File: src/sv/prmf_pkg.sv
// prmf_pkg: shared constants and types for the push-relabel max-flow unit.
// Used by prmf_cap_mem, prmf_flow_mem and push_relabel_max_flow_unit.
package prmf_pkg;

    localparam int N_VTX  = 16;
    localparam int VTX_W  = 4;
    localparam int CNT_W  = 5;
    localparam int ADDR_W = 8;
    localparam int CAP_W  = 16;
    localparam int FLOW_W = 17;
    localparam int RES_W  = 18;
    localparam int EXC_W  = 30;
    localparam int HGT_W  = 6;
    localparam int OUT_W  = 20;
    localparam int ACC_W  = 22;

    localparam logic [EXC_W-1:0] SOURCE_EXCESS = 30'd1000000000;
    localparam logic [CNT_W-1:0] VC_RESET      = 5'd16;
    localparam logic [CNT_W-1:0] VC_MIN        = 5'd2;
    localparam logic [CNT_W-1:0] VC_MAX        = 5'd16;

    localparam logic OP_LOAD = 1'b0;
    localparam logic OP_RUN  = 1'b1;

    typedef struct packed {
        logic                     en;
        logic [ADDR_W-1:0]        addr;
        logic signed [FLOW_W-1:0] data;
    } flow_wr_t;

endpackage

File: src/sv/prmf_cap_mem.sv
// prmf_cap_mem: capacity store, one write and one registered read port.
// Entries read as zero until written. Depends on prmf_pkg.
module prmf_cap_mem (
    input  logic                          clk,
    input  logic                          rst_n,
    input  logic                          we,
    input  logic [prmf_pkg::ADDR_W-1:0]   wr_addr,
    input  logic [prmf_pkg::CAP_W-1:0]    wr_data,
    input  logic [prmf_pkg::ADDR_W-1:0]   rd_addr,
    output logic [prmf_pkg::CAP_W-1:0]    rd_data
);

    logic [prmf_pkg::CAP_W-1:0] mem [1 << prmf_pkg::ADDR_W];
    logic [(1 << prmf_pkg::ADDR_W)-1:0] valid_reg;

    always_ff @(posedge clk or negedge rst_n)
    begin
        if (!rst_n)
        begin
            valid_reg <= '0;
        end
        else if (we)
        begin
            valid_reg[wr_addr] <= 1'b1;
        end
    end

    always_ff @(posedge clk)
    begin
        if (we)
        begin
            mem[wr_addr] <= wr_data;
        end
        rd_data <= valid_reg[rd_addr] ? mem[rd_addr] : '0;
    end

endmodule

File: config.mk
export PLATFORM = sky130hd
export DESIGN_NAME = prmf_cap_mem
export DESIGN_NICKNAME = d
export VERILOG_FILES = /design/src/sv/prmf_pkg.sv /design/src/sv/prmf_cap_mem.sv
export SDC_FILE = /design/constraint.sdc
export NUM_CORES = 2
export LEC_CHECK = 0
export ABC_AREA = 0
export BUFFER_PORTS_ARGS = -buffer_cell sky130_fd_sc_hd__buf_4
export CAP_MARGIN = 10
export CORE_UTILIZATION = 57
export DETAILED_ROUTE_END_ITERATION = 8
export PLACE_DENSITY_LB_ADDON = 0.12
export SYNTH_ARGS = -nofsm -noshare
export SYNTH_HDL_FRONTEND = slang
export SYNTH_SLANG_ARGS = --single-unit
File: constraint.sdc
create_clock -name clk -period 2.3 [get_ports clk]
set_clock_uncertainty 0.05 [all_clocks]
set_input_delay 0.23 -clock clk [delete_from_list [all_inputs] [get_ports clk]]
set_output_delay 0.23 -clock clk [all_outputs]
set_load 0.05 [all_outputs]
==> results.sh <==
export IMPL_status="finished with violations"
export IMPL_failed_checks="setup timing"
export IMPL_p_leak_nw=69.6
export IMPL_port_buffers=50
export IMPL_avgSynthCellArea_um2=19.9
export IMPL_drv_cap=0
export IMPL_cp_max_fo=6
export IMPL_setup_viol=16
export IMPL_cts_root_buf="clkbuf_16"
export IMPL_die_h_um=548
export IMPL_gr_total_overflow=0
export IMPL_drt_pass1_iterations=9
export IMPL_syn_to_final_growth_pct=18.8
export IMPL_cp_required_ns=3.09
export IMPL_synthDistinctLibCells=64
export IMPL_drc=0
export IMPL_arrival_ns=3.32
export IMPL_synth_area_um2=170000
export IMPL_synth_main_ff_cell="edfxtp_1"
export IMPL_die_area_um2=300000
export IMPL_ys_ff_latch=4368
export IMPL_cp_slowest_cell="mux4_2"
export IMPL_syn_inst=8516
export IMPL_max_vdd_ir_drop_mv=0.659
export IMPL_layout_min_cycle_time_ns=2.53
export IMPL_post_dp_hpwl_um=303000
export IMPL_setup_worst_path_start_class="register"
export IMPL_grt_pass1_wl_um=673000
export IMPL_ys_warn_count=0
export IMPL_clock_sinks=4368
export IMPL_antenna_found_initial=23
export IMPL_relSlewSlack_pct=33.5
export IMPL_synth_fp_nets=8551
export IMPL_grt_max_degree=113
export IMPL_timing_hold_ws_ns=0.109
export IMPL_worstSkewPairLatency_ns=0.98
export IMPL_synthArstFlopShare_pct=5.86
export IMPL_slew_violations=0
export IMPL_place_ws_ns=-1.37
export IMPL_pwr_density_cell_nw_per_um2=837
export IMPL_hp_class="input pin to register"
export IMPL_worstSetupEndpointType="register"
export IMPL_drt_initial_drc_count=12300
export IMPL_fin_total_pwr_w=0.169
export IMPL_worst_pin_slew_ns=0.994
export IMPL_die_w_um=548
export IMPL_drive_gt1_share_pct=30.9
export IMPL_critPathKind="register to register"
export IMPL_rows=200
export IMPL_wl_um=475000
export IMPL_cts_buffers=432
export IMPL_nFillCells=18800
export IMPL_setup_ws_ns=-0.232
export IMPL_ant_nets=0
export IMPL_finalHoldViolCount=0
export IMPL_clk_path_buf_depth=4
export IMPL_gp_congestion=0.904
export IMPL_gr_usage_all_layers_pct=31.7
export IMPL_cpMostUsedCell="buf_4"
export IMPL_core_area_um2=297000
export IMPL_routed_via_count=92400
export IMPL_fin_nets=9863
export IMPL_routedWlPerCell_um=33.6
export IMPL_grt_setup_unrepaired="true"
export IMPL_grt_pass1_vias=91600
export IMPL_vias_per_cell=6.54
export IMPL_largest_reg_flops=4096
export IMPL_initial_utilization_pct=57.3
export IMPL_num_io_pins=51
export IMPL_fin_crit_sh_pct=110
export IMPL_cpPeakStageDelay_ns=0.47
export IMPL_setup_tns_final_ns=-3.14
export IMPL_htreeDepth=5
export IMPL_cts_tree="yes"
export IMPL_cts_clk_slew_worst_paths_ns=0.06
export IMPL_synth_edf_count=4096
export IMPL_crit_chain="mux4_2 -> mux2i_1 -> buf_4 -> a22oi_1 -> a21oi_1 -> o41ai_2 -> a31oi_2 -> buf_12 -> buf_4 -> a211oi_2"
export IMPL_max_freq_mhz=395
export IMPL_yosysSeqAreaShare_pct=76.4
-- worst paths after layout --
path / start / end / slack (ns) / cells past startpoint
worst min-delay path: wr_data[11] / mem[0][11] / 0.11 / 2
worst min register to register: valid_reg[28] / valid_reg[28] / 0.41 / 1
worst max register to register: valid_reg[223] / rd_data[11] / -0.23 / 10
min in group asynchronous: rst_n / valid_reg[175] / 0.50 / 4
worst max-delay path: valid_reg[223] / rd_data[11] / -0.23 / 10
max in group asynchronous: rst_n / valid_reg[222] / 1.08 / 4
-- synthesized netlist by cell type, drive strengths merged (2+ instances only) --
cell type	instances	share of area (%)
edfxtp	4096	72
mux2i	973	5.7
mux4	638	8.5
o221ai	386	2.0
nor2	305	0.67
buf	288	1.5
or2	259	0.95
dfrtp	256	3.8
o22ai	250	0.94
clkbuf	235	0.52
a21oi	227	0.67
nor3	160	0.47
nand3	59	0.17
o21ai	59	0.18
a211oi	58	0.28
nand2	39	0.086
nor4	33	0.14
mux2	27	0.18
a22oi	19	0.084
a21o	16	0.071
dfxtp	16	0.19
a222oi	15	0.088
nand4	14	0.052
nor2b	14	0.052
and3	12	0.044
or4	11	0.049
nand2b	6	0.022
a221oi	5	0.026
inv	5	0.011
or3	5	0.018
a2111oi	4	0.021
a311oi	3	0.015
and2	3	0.011
and3b	2	0.010
o211ai	2	0.0088
o22a	2	0.010
o31ai	2	0.0088
-- placed cells by master (no fill, tap or decap), drive strengths merged, types with 6 or more instances in the layout --
cell type	instances
or2	259
or4	11
a222oi	15
nor4	33
mux2	27
clkbuf	563
o22ai	250
edfxtp	4096
nor2	305
nand3	59
a21o	16
a22oi	19
o221ai	386
nand4	14
mux4	638
mux2i	973
inv	18
dfxtp	16
o21ai	59
nand2b	6
buf	1369
a211oi	58
bufinv	41
clkinvlp	14
nor2b	14
nor3	160
a21oi	227
dlygate4sd3	31
and3	12
clkinv	172
nand2	39
dfrtp	256
-- what timing repair did --
item,in CTS,in global routing
endpoints found under the hold margin,4131,0
setup endpoints to repair,17,16
buffers inserted,7,1
hold buffers,32,0
gates resized for setup,71,17
pin swaps,24,16
-- where the power goes --
part	total, W	switching [W]	internal [W]
logic	0.0110	0.00660	0.00435
clock network	0.0702	0.0298	0.0404
registers	0.0878	0.000337	0.0874
-- stage by stage --
stage                     instances  cell area, um^2  utilization [%]
after floorplan                8516           170000                -
after global placement        13300           187000             63.0
after detailed placement      13300           187000             63.0
after CTS                     14100           202000             68.0
after global routing          14100           202000             68.1
final                         14100           202000             68.1
-- kinds of logic (layout without fill, tap and decap cells) --
group	after synthesis	in the layout	synth area share (%)
flip-flops	4368	4368	76.4
AO/OA/AOI/OAI	1055	1055	4.43
AND/OR/NAND/NOR	927	927	2.78
buffers and inverters	528	2208	1.99
other	0	4	0
multiplexers	1638	1638	14.4
-- worst max-delay path, delay by kind of cell, from the launching register on --
| family | cells | cell delay (ns) |
|---|---|---|
| flops | 1 | 0.39 |
| buf+inv | 3 | 0.51 |
| compound gates | 5 | 0.82 |
| mux | 2 | 0.63 |
-- area by class of cell --
| type | instances | area [um^2] | share of cell area, % |
|---|---|---|---|
| sequential | 4368 | 130000 | 64.3 |
| clock inverter | 240 | 2360 | 1.17 |
| inverter | 5 | 26.3 | 0.0130 |
| multi-input combinational | 3620 | 37600 | 18.6 |
| timing repair buffer | 1401 | 15500 | 7.69 |
| tap | 3939 | 4930 | 2.44 |
| antenna | 4 | 10.0 | 0.00496 |
| clock buffer | 562 | 11700 | 5.79 |
-- per-layer routing --
| metal | vias to the layer above | share of wire (%) | global-route usage, % |
|---|---|---|---|
| met2 | 4871 | 47 | 49.4 |
| met3 | 806 | 9.3 | 5.31 |
| met4 | 2 | 4.6 | 12.8 |
| met5 | - | 0.0027 | 0 |
| met1 | 48800 | 39 | 45.2 |
| li1 | 38000 | - | - |
No activity file was read; power rests on OpenSTA's default activity.
